## src/rtl/core/assert_macros.svh

```systemverilog
// assertion helpers shared by the core modules
`ifndef ASSERT_MACROS_SVH
`define ASSERT_MACROS_SVH

// property checked on every rising edge, off while reset is asserted
`define ASSERT_CLK(label, clk, rst_n, prop, msg) \
	label: assert property (@(posedge clk) disable iff (!(rst_n)) (prop)) else $error(msg);

// implication checked on every rising edge, off while reset is asserted
`define ASSERT_IMPL(label, clk, rst_n, ante, cons, msg) \
	label: assert property (@(posedge clk) disable iff (!(rst_n)) (ante) |-> (cons)) \
		else $error(msg);

`endif

```

## src/rtl/core/ansp_pkg.sv

```systemverilog
package ansp_pkg;

	// bytes held back in the window
	localparam int unsigned HOLD_DEPTH = 4;

	localparam logic [2:0] CODE_LEN_3 = 3'd3;
	localparam logic [2:0] CODE_LEN_4 = 3'd4;
	localparam logic [2:0] HOLD_FULL  = 3'd4;

	localparam logic [7:0] BYTE_ZERO = 8'h00;
	localparam logic [7:0] BYTE_ONE  = 8'h01;

	// group of 0..4 output words produced by one input word
	typedef struct packed {
		logic [HOLD_DEPTH-1:0][7:0] bytes;
		logic [2:0]                 cnt;
		logic                       first;
		logic                       last;
		logic [2:0]                 code_len;
	} bundle_t;

	// queue head as seen by the back end
	typedef struct packed {
		bundle_t head;
		logic    empty;
	} q_stat_t;

endpackage

```

## src/rtl/core/ansp_if.sv

```systemverilog
// input word channel
interface ansp_in_if;
	logic       valid;
	logic       ready;
	logic [7:0] in_byte;
	logic       stream_end;

	modport source (output valid, output in_byte, output stream_end, input ready);
	modport sink (input valid, input in_byte, input stream_end, output ready);
endinterface

// output word channel
interface ansp_out_if;
	logic       valid;
	logic       ready;
	logic [7:0] out_byte;
	logic       unit_first;
	logic       unit_last;
	logic [2:0] code_length;

	modport source (output valid, output out_byte, output unit_first, output unit_last,
		output code_length, input ready);
	modport sink (input valid, input out_byte, input unit_first, input unit_last,
		input code_length, output ready);
endinterface

```

## src/rtl/core/ansp_front.sv

```systemverilog
`include "assert_macros.svh"

module ansp_front (
	input  logic              clk,
	input  logic              arst_n,
	ansp_in_if.sink           up,
	input  logic              q_full,
	output logic              push,
	output ansp_pkg::bundle_t bundle
);

	logic [ansp_pkg::HOLD_DEPTH-1:0][7:0] win_q;
	logic [2:0] held_q;
	logic       inside_q;
	logic [2:0] len_q;
	logic       firstp_q;

	logic       accept;
	logic       ge2;
	logic       ge3;
	logic [7:0] p1;
	logic [7:0] p2;
	logic [7:0] p3;
	logic       is_one;
	logic       code3;
	logic       code4;

	assign up.ready = !q_full;
	assign accept   = up.valid && up.ready;
	assign push     = accept && (bundle.cnt != 3'd0);

	// bytes just before the new one
	always_comb begin
		ge2 = 1'b0;
		ge3 = 1'b0;
		p1  = ansp_pkg::BYTE_ONE;
		p2  = ansp_pkg::BYTE_ONE;
		p3  = ansp_pkg::BYTE_ONE;
		case (held_q)
			3'd2: begin
				ge2 = 1'b1;
				p1  = win_q[1];
				p2  = win_q[0];
			end
			3'd3: begin
				ge2 = 1'b1;
				ge3 = 1'b1;
				p1  = win_q[2];
				p2  = win_q[1];
				p3  = win_q[0];
			end
			3'd4: begin
				ge2 = 1'b1;
				ge3 = 1'b1;
				p1  = win_q[3];
				p2  = win_q[2];
				p3  = win_q[1];
			end
			default: begin
				ge2 = 1'b0;
			end
		endcase
	end

	assign is_one = (up.in_byte == ansp_pkg::BYTE_ONE);
	assign code4  = is_one && ge3 && (p1 == ansp_pkg::BYTE_ZERO)
		&& (p2 == ansp_pkg::BYTE_ZERO) && (p3 == ansp_pkg::BYTE_ZERO);
	assign code3  = is_one && ge2 && (p1 == ansp_pkg::BYTE_ZERO)
		&& (p2 == ansp_pkg::BYTE_ZERO) && !code4;

	// words released by this input, always the oldest held bytes
	always_comb begin
		bundle.bytes    = win_q;
		bundle.cnt      = 3'd0;
		bundle.first    = firstp_q;
		bundle.last     = 1'b1;
		bundle.code_len = len_q;
		if (up.stream_end) begin
			bundle.cnt = inside_q ? held_q : 3'd0;
		end else if (code4) begin
			bundle.cnt = inside_q ? (held_q - 3'd3) : 3'd0;
		end else if (code3) begin
			bundle.cnt = inside_q ? (held_q - 3'd2) : 3'd0;
		end else if (held_q == ansp_pkg::HOLD_FULL) begin
			bundle.cnt  = inside_q ? 3'd1 : 3'd0;
			bundle.last = 1'b0;
		end
	end

	always_ff @(posedge clk or negedge arst_n) begin
		if (!arst_n) begin
			win_q    <= '0;
			held_q   <= 3'd0;
			inside_q <= 1'b0;
			len_q    <= ansp_pkg::CODE_LEN_3;
			firstp_q <= 1'b0;
		end else if (accept) begin
			if (up.stream_end) begin
				win_q    <= '0;
				held_q   <= 3'd0;
				inside_q <= 1'b0;
				len_q    <= ansp_pkg::CODE_LEN_3;
				firstp_q <= 1'b0;
			end else if (code4 || code3) begin
				// window becomes just the start code
				if (code4) begin
					win_q  <= {ansp_pkg::BYTE_ONE, ansp_pkg::BYTE_ZERO,
						ansp_pkg::BYTE_ZERO, ansp_pkg::BYTE_ZERO};
					held_q <= ansp_pkg::CODE_LEN_4;
					len_q  <= ansp_pkg::CODE_LEN_4;
				end else begin
					win_q  <= {ansp_pkg::BYTE_ZERO, ansp_pkg::BYTE_ONE,
						ansp_pkg::BYTE_ZERO, ansp_pkg::BYTE_ZERO};
					held_q <= ansp_pkg::CODE_LEN_3;
					len_q  <= ansp_pkg::CODE_LEN_3;
				end
				firstp_q <= 1'b1;
				inside_q <= 1'b1;
			end else begin
				if (held_q == ansp_pkg::HOLD_FULL) begin
					for (int i = 0; i < ansp_pkg::HOLD_DEPTH - 1; i++) begin
						win_q[i] <= win_q[i+1];
					end
					win_q[ansp_pkg::HOLD_DEPTH-1] <= up.in_byte;
				end else begin
					win_q[held_q[1:0]] <= up.in_byte;
					held_q             <= held_q + 3'd1;
				end
				if (bundle.cnt != 3'd0) begin
					firstp_q <= 1'b0;
				end
			end
		end
	end

	`ASSERT_CLK(a_held_range, clk, arst_n, held_q <= ansp_pkg::HOLD_FULL,
		"held byte count out of range")
	`ASSERT_IMPL(a_inside_holds_code, clk, arst_n, inside_q, held_q >= ansp_pkg::CODE_LEN_3,
		"open unit without its start code held")

endmodule

```

## src/rtl/core/ansp_fifo.sv

```systemverilog
`include "assert_macros.svh"

module ansp_fifo #(
	parameter int unsigned DEPTH = 4
) (
	input  logic              clk,
	input  logic              arst_n,
	input  logic              push,
	input  ansp_pkg::bundle_t wr_data,
	input  logic              pop,
	output logic              full,
	output ansp_pkg::q_stat_t stat
);

	localparam int unsigned PW = (DEPTH > 1) ? $clog2(DEPTH) : 1;
	localparam int unsigned CW = $clog2(DEPTH + 1);

	ansp_pkg::bundle_t mem_q [DEPTH];
	logic [PW-1:0] wr_ptr_q;
	logic [PW-1:0] rd_ptr_q;
	logic [CW-1:0] count_q;

	assign full       = (count_q == CW'(DEPTH));
	assign stat.empty = (count_q == '0);
	assign stat.head  = mem_q[rd_ptr_q];

	always_ff @(posedge clk) begin
		if (push) begin
			mem_q[wr_ptr_q] <= wr_data;
		end
	end

	always_ff @(posedge clk or negedge arst_n) begin
		if (!arst_n) begin
			wr_ptr_q <= '0;
			rd_ptr_q <= '0;
			count_q  <= '0;
		end else begin
			if (push) begin
				wr_ptr_q <= (wr_ptr_q == PW'(DEPTH - 1)) ? '0 : wr_ptr_q + 1'b1;
			end
			if (pop) begin
				rd_ptr_q <= (rd_ptr_q == PW'(DEPTH - 1)) ? '0 : rd_ptr_q + 1'b1;
			end
			if (push && !pop) begin
				count_q <= count_q + 1'b1;
			end else if (pop && !push) begin
				count_q <= count_q - 1'b1;
			end
		end
	end

	`ASSERT_IMPL(a_no_push_full, clk, arst_n, full, !push, "push into full queue")
	`ASSERT_IMPL(a_no_pop_empty, clk, arst_n, stat.empty, !pop, "pop from empty queue")

endmodule

```

## src/rtl/core/ansp_back.sv

```systemverilog
`include "assert_macros.svh"

module ansp_back (
	input  logic              clk,
	input  logic              arst_n,
	input  ansp_pkg::q_stat_t stat,
	output logic              pop,
	ansp_out_if.source        dn
);

	logic       valid_q;
	logic [1:0] idx_q;
	logic       load;
	logic       at_end;

	assign load   = !valid_q || dn.ready;
	assign at_end = ({1'b0, idx_q} == (stat.head.cnt - 3'd1));
	assign pop    = load && !stat.empty && at_end;

	assign dn.valid = valid_q;

	always_ff @(posedge clk or negedge arst_n) begin
		if (!arst_n) begin
			valid_q <= 1'b0;
			idx_q   <= 2'd0;
		end else if (load) begin
			valid_q <= !stat.empty;
			if (!stat.empty) begin
				idx_q <= at_end ? 2'd0 : idx_q + 2'd1;
			end
		end
	end

	// output word register
	always_ff @(posedge clk) begin
		if (load && !stat.empty) begin
			dn.out_byte    <= stat.head.bytes[idx_q];
			dn.unit_first  <= stat.head.first && (idx_q == 2'd0);
			dn.unit_last   <= stat.head.last && at_end;
			dn.code_length <= stat.head.code_len;
		end
	end

	`ASSERT_IMPL(a_idx_needs_entry, clk, arst_n, idx_q != 2'd0, !stat.empty,
		"mid-group index with empty queue")

endmodule

```

## src/rtl/core/annexb_nal_unit_splitter_core.sv

```systemverilog
// annex b nal unit splitter: takes a byte stream one word per cycle on ingress and
// passes every byte of every nal unit on egress, start codes included, with flags for the
// first and last byte of each unit and the unit's start code length (3 for 00 00 01,
// 4 for 00 00 00 01, the 4-byte form winning). bytes before the first start code are
// dropped. up to four bytes are held back; a word with stream_end set flushes them,
// marks the final one last and returns the block to its reset state. ingress takes
// one word per cycle while the group queue has room; a word releases 0 to 2 output
// words (0 to 4 on stream end) and egress delivers one word per cycle while egress is
// ready, so the sustained rate is one byte per cycle, set by the single output
// register; bursts are absorbed by the queue of QUEUE_DEPTH groups.
module annexb_nal_unit_splitter_core #(
	parameter int unsigned QUEUE_DEPTH = 4
) (
	input  logic       clk,
	input  logic       arst_n,
	ansp_in_if.sink    ingress,
	ansp_out_if.source egress
);

	// front to queue
	logic              push;
	logic              q_full;
	ansp_pkg::bundle_t bundle;

	// queue to back
	ansp_pkg::q_stat_t q_stat;
	logic              pop;

	// front: start code detection and hold window
	ansp_front u_front (
		.clk    (clk),
		.arst_n (arst_n),
		.up     (ingress),
		.q_full (q_full),
		.push   (push),
		.bundle (bundle)
	);

	// short queue of word groups, decouples the two sides
	ansp_fifo #(
		.DEPTH (QUEUE_DEPTH)
	) u_fifo (
		.clk     (clk),
		.arst_n  (arst_n),
		.push    (push),
		.wr_data (bundle),
		.pop     (pop),
		.full    (q_full),
		.stat    (q_stat)
	);

	// back: serializes each group into single output words
	ansp_back u_back (
		.clk    (clk),
		.arst_n (arst_n),
		.stat   (q_stat),
		.pop    (pop),
		.dn     (egress)
	);

endmodule
```

## src/flat_wrapper.sv

```systemverilog
// flat-port wrapper written by rule: the top's interface ports become plain ports
module annexb_nal_unit_splitter_core_flat 
#(
	parameter int unsigned QUEUE_DEPTH = 4
)
  (clk, arst_n, ingress_valid, ingress_in_byte, ingress_stream_end, ingress_ready, egress_valid, egress_out_byte, egress_unit_first, egress_unit_last, egress_code_length, egress_ready);
  ansp_in_if ingress_i ();
  ansp_out_if egress_i ();
  input  logic clk;
  input  logic arst_n;
  input wire logic [$bits(ingress_i.valid)-1:0] ingress_valid;
  input wire logic [$bits(ingress_i.in_byte)-1:0] ingress_in_byte;
  input wire logic [$bits(ingress_i.stream_end)-1:0] ingress_stream_end;
  output wire logic [$bits(ingress_i.ready)-1:0] ingress_ready;
  output wire logic [$bits(egress_i.valid)-1:0] egress_valid;
  output wire logic [$bits(egress_i.out_byte)-1:0] egress_out_byte;
  output wire logic [$bits(egress_i.unit_first)-1:0] egress_unit_first;
  output wire logic [$bits(egress_i.unit_last)-1:0] egress_unit_last;
  output wire logic [$bits(egress_i.code_length)-1:0] egress_code_length;
  input wire logic [$bits(egress_i.ready)-1:0] egress_ready;
  assign ingress_i.valid = ingress_valid;
  assign ingress_i.in_byte = ingress_in_byte;
  assign ingress_i.stream_end = ingress_stream_end;
  assign ingress_ready = ingress_i.ready;
  assign egress_valid = egress_i.valid;
  assign egress_out_byte = egress_i.out_byte;
  assign egress_unit_first = egress_i.unit_first;
  assign egress_unit_last = egress_i.unit_last;
  assign egress_code_length = egress_i.code_length;
  assign egress_i.ready = egress_ready;
  annexb_nal_unit_splitter_core #(.QUEUE_DEPTH(QUEUE_DEPTH)) u_core (.clk(clk), .arst_n(arst_n), .ingress(ingress_i), .egress(egress_i));
endmodule
```

## config.mk

```make
export PLATFORM = sky130hd
export DESIGN_NAME = annexb_nal_unit_splitter_core_flat
export DESIGN_NICKNAME = d
export VERILOG_FILES = /design/src/rtl/core/ansp_pkg.sv /design/src/rtl/core/ansp_if.sv /design/src/rtl/core/ansp_front.sv /design/src/rtl/core/ansp_fifo.sv /design/src/rtl/core/ansp_back.sv /design/src/rtl/core/annexb_nal_unit_splitter_core.sv /design/src/flat_wrapper.sv
export VERILOG_INCLUDE_DIRS = /design/src /design/src/rtl/core
export SDC_FILE = /design/constraint.sdc
export NUM_CORES = 1
export LEC_CHECK = 0
export BUFFER_PORTS_ARGS = -buffer_cell sky130_fd_sc_hd__buf_4
export CAP_MARGIN = 20
export CORE_MARGIN = 10
export CORE_UTILIZATION = 35
export DETAILED_ROUTE_END_ITERATION = 16
export RECOVER_POWER = 100
export SLEW_MARGIN = 30
export SYNTH_ARGS = -nofsm -noshare
export SYNTH_HDL_FRONTEND = slang
export SYNTH_HIERARCHICAL = 1
export SYNTH_SLANG_ARGS = --single-unit
```

## constraint.sdc

```tcl
create_clock -name clk -period 10.4 [get_ports clk]
set_input_delay 0 -clock clk [delete_from_list [all_inputs] [get_ports clk]]
set_output_delay 0 -clock clk [all_outputs]
set_load 0.05 [all_outputs]
```

==> results, run 1 <==
- The starting utilization of the core area is 35.42%.
- The critical path data required time is 10.44 ns.
- The share of synthesized area occupied by flip-flops and latches is 67.47%.
- The arrival time reported for the critical path endpoint is 6.55 ns.
- The ratio of total power to cell area is 255.4 nW/um^2.
- The sort of element at the start of the critical path is a flop.
- The wire length of the first global-routing pass is 30,850 um.
- The cell at the root of the clock tree is clkbuf_16.
- For this run, the leading register cell type out of synthesis is edfxtp_1.
- The count of distinct cell types in the synthesized netlist is 67.
- The met1 layer usage reported by global route is 15.54%.
- In this run the tightest slew margin relative to its limit is -133.8%.
- The layout overhead on the synthesized area is 12.53%.
- The filler cells instantiated in the layout total 2,433.
- The count of pins over their slew limit is 258.
- The number of global-route vias before repair is 5,266.
- The aggregate negative setup slack is 0 ns.
- Buffers inserted to repair hold after CTS numbered 11.
- In the global route stage, met2 resource usage came out at 19.34%.
- The flow ran to the end, but the final reports show violations.
- At the end of routability-driven placement, the weighted congestion stood at 0.8778.
- The max-cap check violation count is 6.
- met2 is the most crowded layer.
- The kind of end point of the critical path is a flop.
- The most prevalent standard cell on the critical path is and2_0.
- The transition at the pin with the smallest max-transition slack is 3.507 ns.
- The area of the placeable core is 26,880 sq um.
- Across all layers, the routed design uses 5,045 vias.
- The summed instance area of the synthesized netlist is 9519 sq um.
- The CTS tree is built.
- The number of buffers between clock root and the deepest sink is 3.
- During synthesis, Yosys emitted a total of 6 warnings.
- The total of cells resized after clock tree synthesis is 0.
- The checks that failed: capacitance limit, slew limit.
- The signal on the critical path passes through inv_1 > ha_1 > and2_0 > o31ai_1 > or3b_1 > or2_2 > or4b_1 > a41oi_1 > and2_0.
- The leakage power is 3.707 nW.
- The final design area excluding fillers is 10,710 sq um.
- After clock tree synthesis, the clock-pin slew on the worst setup and hold paths is 0.06 ns.
- The overall routed net length is 19,590 um.
- Between clock sinks in the finished design, the worst skew comes to 0.02272 ns.
- Broken down by cell family, the worst path's largest delay share belongs to simple AND/OR/NAND/NOR gates.
- The number of antenna-violating nets in the routed design is 0.
- The HPWL after detailed placement is 12,740 um.
- Setup repair after global routing left no endpoint under its margin.
- The number of synthesized flops with an enable pin is 173.
- The die covers 34,190 sq um.
- The placed instances occupy a cell area of 9977 sq um.
- The async set-reset flop share out of synthesis is 22.07%.
- The initial antenna violation count is 0.
- The antenna diode instance count is 0.
- For this run, design rule violations remaining after detail routing come to 0.
- The maximum vdd drop is 111.6 uV.
- For the finished layout, the period the worst path requires is 6.511 ns.
- The largest driver fanout on the critical path is 40.
- The number of iterations in the first detailed-routing pass is 5.
- The vertical die dimension is 184.9 um.
- The clock reaches the later pin of the worst-skew pair after 0.51 ns.
- The total CTS buffers is 23.
- Entering global routing, the biggest net connects 50 pins.
- The longest individual stage delay on the worst path is 2.29 ns.
- For this design, the sink count on the clock tree is 222.
- For this run, global-route usage on met3 was measured as 1.705%.
- In this run, the number of DRC markers left after iteration 0 of detailed routing was 474.
- Global routing used 11.62% of the available tracks.
- The synthesized area per cell is 17.15 sq um.
- In this run the worst hold path is classified as in -> reg.
- In the final layout, the share of cells above drive strength 1 is 19.18%.
- The gate count of the mapped netlist is 555.
- Counting both buffers and inverters, the worst setup path holds a total of 1.
- The via-per-instance ratio is 5.305.
- The highest clock rate is 153.6 MHz.
- The critical path is of the reg -> reg type.
- The maximum level of the CTS H-tree is 1.
- Once the clock tree was built, the setup fixing pass inserted 0 buffers.
- The routed length per instance is 20.59 um.
- In this run the count of I/O pins placed on the die edge is 28.
- In this run the tool buffered the top-level ports with 27 buffer cells.
- The floorplan has 60 rows.
- The final hold violation count came to 0.
- The final net count is 621.
- The overflow left after global routing is 0.
- The synthesis-stage register bit count is 222.
- In the finished design, the share of the clock period the worst path needs comes to 62.61%.
- The total setup violations reported at the end of the flow is 0.
- The slowest stage of the critical path belongs to the cell and2_0.
- When the netlist entered floorplanning its net count stood at 583.
- The die is 184.9 um wide.
==> cell usage after synthesis, drive strengths merged (3+ instances only) <==
cell | instances | area (sq um)
a21oi | 21 | 105.1
a21o | 3 | 22.52
and2 | 9 | 56.30
a22o | 9 | 78.83
o22ai | 9 | 56.30
nor2b | 3 | 26.27
a31oi | 4 | 55.05
xnor2 | 3 | 33.79
edfxtp | 173 | 5195
nor2 | 13 | 48.80
mux2 | 20 | 225.2
clkbuf | 11 | 41.29
xor2 | 3 | 26.28
a211o | 3 | 26.28
mux2i | 9 | 90.09
o21ai | 7 | 35.03
nand2 | 24 | 90.09
nand3 | 18 | 90.09
inv | 27 | 101.4
ha | 14 | 175.2
dfrtp | 48 | 1201
nor3 | 7 | 40.04
or4 | 4 | 30.03
nor4 | 6 | 37.54
buf | 18 | 171.4
mux4 | 48 | 1092
o21a | 3 | 22.52
==> worst register-to-register path, cell delays in order (launching register included) <==
cell     delay [ns]
dfrtp_1        0.51
inv_1          0.17
ha_1           0.33
and2_0         0.63
o31ai_1        0.24
or3b_1         0.44
or2_2          0.32
or4b_1         0.53
a41oi_1        0.58
and2_0         2.29
==> path summary, 6_finish.rpt <==
check	start	to	slack [ns]	depth (start not counted)
worst max-delay path	u_core/u_front/held_q[0]	u_core/u_fifo/mem_q[2][18]	3.89	9
worst min-delay path	ingress_valid	u_core/u_front/len_q[1]	0.07	4
worst max register to register	u_core/u_front/held_q[0]	u_core/u_fifo/mem_q[2][18]	3.89	9
worst min register to register	u_core/u_fifo/count_q[2]	u_core/u_fifo/count_q[2]	0.49	1
max in group asynchronous	arst_n	u_core/u_fifo/rd_ptr_q[0]	7.77	2
min in group asynchronous	arst_n	u_core/u_front/len_q[2]	0.91	2
==> registers in the layout, summed over array words and instances (netlist names) <==
register and flops:
u_core/u_back/dn.unit_last 1, u_core/u_fifo/mem_q 160, u_core/u_back/idx_q 2, u_core/u_fifo/rd_ptr_q 2, u_core/u_back/dn.out_byte 8, u_core/u_back/dn.unit_first 1, u_core/u_back/dn.code_length 3, u_core/u_front/len_q 2
u_core/u_front/held_q 3, u_core/u_front/firstp_q 1, u_core/u_back/dn.valid 1, u_core/u_front/bundle 32, u_core/u_fifo/count_q 3, u_core/u_front/inside_q 1, u_core/u_fifo/wr_ptr_q 2
==> stage by stage <==
| step | hold slack, ns | total power [W] | utilization, % | setup slack, ns | std cells |
|---|---|---|---|---|---|
| finish | 0.06574 | 0.002736 | 39.86 | 3.889 | 951 |
| global route | 0.07012 | 0.002878 | 39.86 | 3.404 | 951 |
| CTS | 0.03905 | 0.002796 | 40.30 | 5.683 | 951 |
| detailed placement | 0.07477 | 0.001997 | 37.12 | 5.713 | 898 |
| global placement | 0.07125 | 0.001979 | 37.10 | 5.654 | 898 |
| floorplan | -0.2956 | 0.001792 | - | 6.061 | 555 |
==> placed cells by master (no fill, tap or decap), types with 11 or more instances in the layout <==
cell,instances
edfxtp_1,173
dfrtp_1,47
mux4_2,45
inv_1,27
clkbuf_1,26
nand2_1,24
clkbuf_16,23
a21oi_1,21
mux2_2,19
nand3_1,18
ha_1,14
nor2_1,13
buf_4,12
dlygate4sd3_1,11
==> metal layers <==
metal	vias up	part of all wire (%)
met2	140	48
met3	33	5.0
met1	2589	45
met5	-	0
li1	2283	-
met4	0	2.1
==> power by group <==
part / internal, W / switching (W) / total [W] / leakage [nW]
clock network: 0.000471 / 0.000320 / 0.000791 / 0.359
logic: 0.000299 / 0.000410 / 0.000709 / 1.11
registers: 0.00109 / 0.000143 / 0.00124 / 2.24
total: 0.00186 / 0.000873 / 0.00274 / 3.71
==> layout make-up <==
type / instances / area (sq um) / share of cell area (%)
clock buffers: 35 / 670.6 / 6.261
multi-input cells: 277 / 2745 / 25.63
well taps: 341 / 426.7 / 3.983
flip-flops and latches: 222 / 6424 / 59.97
clock inverters: 7 / 72.57 / 0.6775
inverters: 27 / 101.3 / 0.9462
repair buffers: 42 / 271.5 / 2.535
==> cells by family after synthesis <==
family / after synthesis / synth area share (%)
adder cells (fa/ha/maj): 15 / 2.051
AND/OR/NAND/NOR: 98 / 5.534
multiplexers: 77 / 14.79
buffers and inverters: 56 / 3.299
flip-flops: 222 / 67.47
AO/OA/AOI/OAI: 81 / 6.230
XOR/XNOR: 6 / 0.6310
Note: power is estimated with default switching activity, not from simulation.
==> inputs of run 2 (changes only) <==
==> constraint.sdc (replaced) <==
create_clock -name clk -period 5.42 [get_ports clk]
set_input_delay 0 -clock clk [delete_from_list [all_inputs] [get_ports clk]]
set_output_delay 0 -clock clk [all_outputs]
set_load 0.05 [all_outputs]
==> run 2 against run 1 <==
The flow still finishes with violations (capacitance limit, slew limit). Wire length up 4.9%. Non-clock buffer count increased by 11. Register-to-register slack got worse by 3.3 ns. Count of clock-buffer cells in the layout shrank 4. Sequential power up 90%. Via count increased by 2.8%. Global-route usage is 0.63 points higher. Final area increased by 0.71%. Clock skew is 0.0029 ns lower. Critical path depth down 1. Clock power up 92%. Final cell count is 1.2% higher. Critical endpoint is now u_core/u_fifo/mem_q[3][12]. Largest cell class unchanged. Highest routed layer unchanged.
==> results, run 2 (synthesis gave the netlist of run 1 again) <==
- The worst setup path is of the reg -> reg kind.
- The setup skew after layout is 0.01984 ns (-0.002888 ns).
- The critical path data required time is 5.57 ns (-4.87 ns).
- The total of hold buffers inserted after clock tree synthesis is 11 (unchanged).
- The cell row count is 60 (unchanged).
- The wire length the detailed router placed on met1 is 9229 um (+5.0%).
- The cell at the root of the clock tree is clkbuf_16.
- The HPWL after detailed placement was 13,560 um (+6.5%).
- The count of pins over their slew limit is 50 (-81%).
- The wire length of the first global-routing pass is 32,230 um (+4.5%).
- The width of the die was 184.9 um (unchanged).
- The final hold violation count is 0 (unchanged).
- The area of the placeable core is 26,880 sq um (unchanged).
- The kind of end point of the critical path is a flop.
- The total CTS buffers came to 23 (unchanged).
- The antenna diode instance count is 0 (unchanged).
- The starting utilization of the core area was 35.42% (unchanged).
- The met2 routed wirelength came to 9982 um (+6.1%).
- The clock insertion delay at the later pin of the skew report is 0.51 ns (about the same).
- The initial antenna violation count is 0 (unchanged).
- In the layout the commonest cells are edfxtp_1 (173), dfrtp_1 (48), mux4_2 (45), clkbuf_1 (27), inv_1 (27).
- The area growth from synthesis to layout is 13.33%.
- More flip-flops sit in one register than any other, and that register is u_core/u_fifo/mem_q.
- The post-detailed-route DRC marker count is 0 (unchanged).
- TritonCTS built the clock tree.
- The utilization after layout is 40.14% (+0.28 points).
- The post-detailed-placement cell area is 10,050 sq um (+0.78%).
- The final weighted congestion of routability-driven global placement is 0.8595 (-2.1%).
- The maximum vdd drop is 221.3 uV (+98%).
- The worst relative slew slack is -87.41% (+46 points).
- The largest driver fanout on the critical path is 21 (-48%).
- The maximum level of the CTS H-tree came to 1 (unchanged).
- The overall fraction of global-route tracks in use is 12.25% (+0.63 points).
- The number of iterations in the first detailed-routing pass is 5 (unchanged).
- The final design area excluding fillers came to 10,790 sq um (+0.71%).
- The total number of vias came to 5,187 (+2.8%).
- The slack of the worst reg-to-reg path is 0.60 ns (-3.29 ns).
- The maximum number of pins on one net before global-route repair is 50 (unchanged).
- The total setup violations reported at the end of the flow was 0 (unchanged).
- The final net count came to 632 (+1.8%).
- The path class of the tightest hold or removal check is in -> reg.
- The final hold slack is 0.02316 ns (-0.04258 ns).
- The leakage power came to 3.770 nW (+1.7%).
- The number of flip-flops in the largest register is 160 (unchanged).
- The number of antenna-violating nets in the routed design is 0 (unchanged).
- The highest clock rate is 207.5 MHz (+35%).
- The count of pins on the block boundary is 28 (unchanged).
- Setup repair after global routing left no endpoint under its margin.
- The final reports fail on capacitance limit, slew limit.
- The number of sinks driven by the clock tree is 222 (unchanged).
- The count of input and output buffers is 27 (unchanged).
- The vertical die dimension is 184.9 um (unchanged).
- The overall die area was 34,190 sq um (unchanged).
- The detailed router used layers up to and including met4.
- The fraction of final layout cells sized beyond drive strength 1 is 20.77% (+1.6 points).
- The max-cap check violation count is 1 (-5).
- The total of cells resized after clock tree synthesis is 0 (unchanged).
- The number of buffers between clock root and the deepest sink is 3 (unchanged).
- The period utilization is 88.94% (+26 points).
- The total met3 wirelength after detailed routing came to 1036 um (+5.6%).
- The ratio of total power to cell area is 488.2 nW/um^2 (+91%).
- The flow ran to the end, but the final reports show violations.
- The arrival time reported for the critical path endpoint is 4.97 ns (-1.58 ns).
- The overflow left after global routing is 0 (unchanged).
- The shortest clock period the worst path allows after layout came to 4.820 ns (-1.691 ns).
- The iteration-0 DRC count of the detailed router was 500 (+5.5%).
- The transition at the pin with the smallest max-transition slack is 2.811 ns (-0.6956 ns).
- The sort of element at the start of the critical path is a flop.
- The post-CTS setup repair buffer count is 0 (unchanged).
- The sum of internal, switching and leakage power is 0.005267 W (+93%).
- The via-per-instance ratio was 5.392 (+1.6%).
- The overall routed net length is 20,550 um (+4.9%).
- The leading cell type in the layout, fill and taps excluded is edfxtp_1.
- The clock transition at the registers of the reported paths is 0.06 ns (about the same).
- The number of global-route vias before repair is 5,311 (+0.85%).
- The routed length per instance is 21.36 um (+3.7%).
- The aggregate negative setup slack came to 0 ns (unchanged).
run 2: final timing paths:
check | cells after the start | end | startpoint
setup / recovery | 8 | u_core/u_fifo/mem_q[3][12] | u_core/u_front/bundle[16]
hold / removal | 4 | u_core/u_front/len_q[1] | ingress_valid
setup reg to reg | 8 | u_core/u_fifo/mem_q[3][12] | u_core/u_front/bundle[16]
hold reg to reg | 1 | u_core/u_fifo/count_q[2] | u_core/u_fifo/count_q[2]
max in group asynchronous | 2 | u_core/u_front/bundle[9] | arst_n
min in group asynchronous | 2 | u_core/u_front/held_q[1] | arst_n
run 2: cell type report:
class	count	area, sq um
Fill cell	2423	16090
Sequential cell	222	6422
Multi-Input combinational cell	277	2765
Clock buffer	31	615.6
Tap cell	341	426.7
Timing Repair Buffer	53	340.3
Clock inverter	11	116.4
Inverter	27	101.3
run 2: metrics by stage:
stage,cells,setup slack [ns]
floorplan,555,1.081
global placement,909,0.9121
detailed placement,909,0.8215
CTS,962,0.7860
global route,962,0.2296
finish,962,0.5997
run 2: critical path, cell delays in order (launching register included):
cell	delay, ns
dfrtp_1	0.44
nor4_1	0.71
a41oi_1	0.24
or3b_1	0.48
or2_2	0.32
or4b_1	0.52
a41oi_1	0.56
and2_2	0.69
clkbuf_1	0.49
run 2: routing by layer:
| layer | vias to the layer above | global-route usage (%) |
|---|---|---|
| met1 | 2688 | 16.94 |
| met3 | 25 | 1.842 |
| met5 | - | 0 |
| met2 | 164 | 19.69 |
| met4 | 0 | 3.251 |
| li1 | 2310 | - |
run 2: where the power goes:
part | internal [W] | total [W] | switching, W | leakage, nW
registers | 0.00210 | 0.00235 | 0.000249 | 2.24
clock network | 0.000898 | 0.00152 | 0.000619 | 0.361
logic | 0.000569 | 0.00140 | 0.000834 | 1.17
total | 0.00356 | 0.00527 | 0.00170 | 3.77
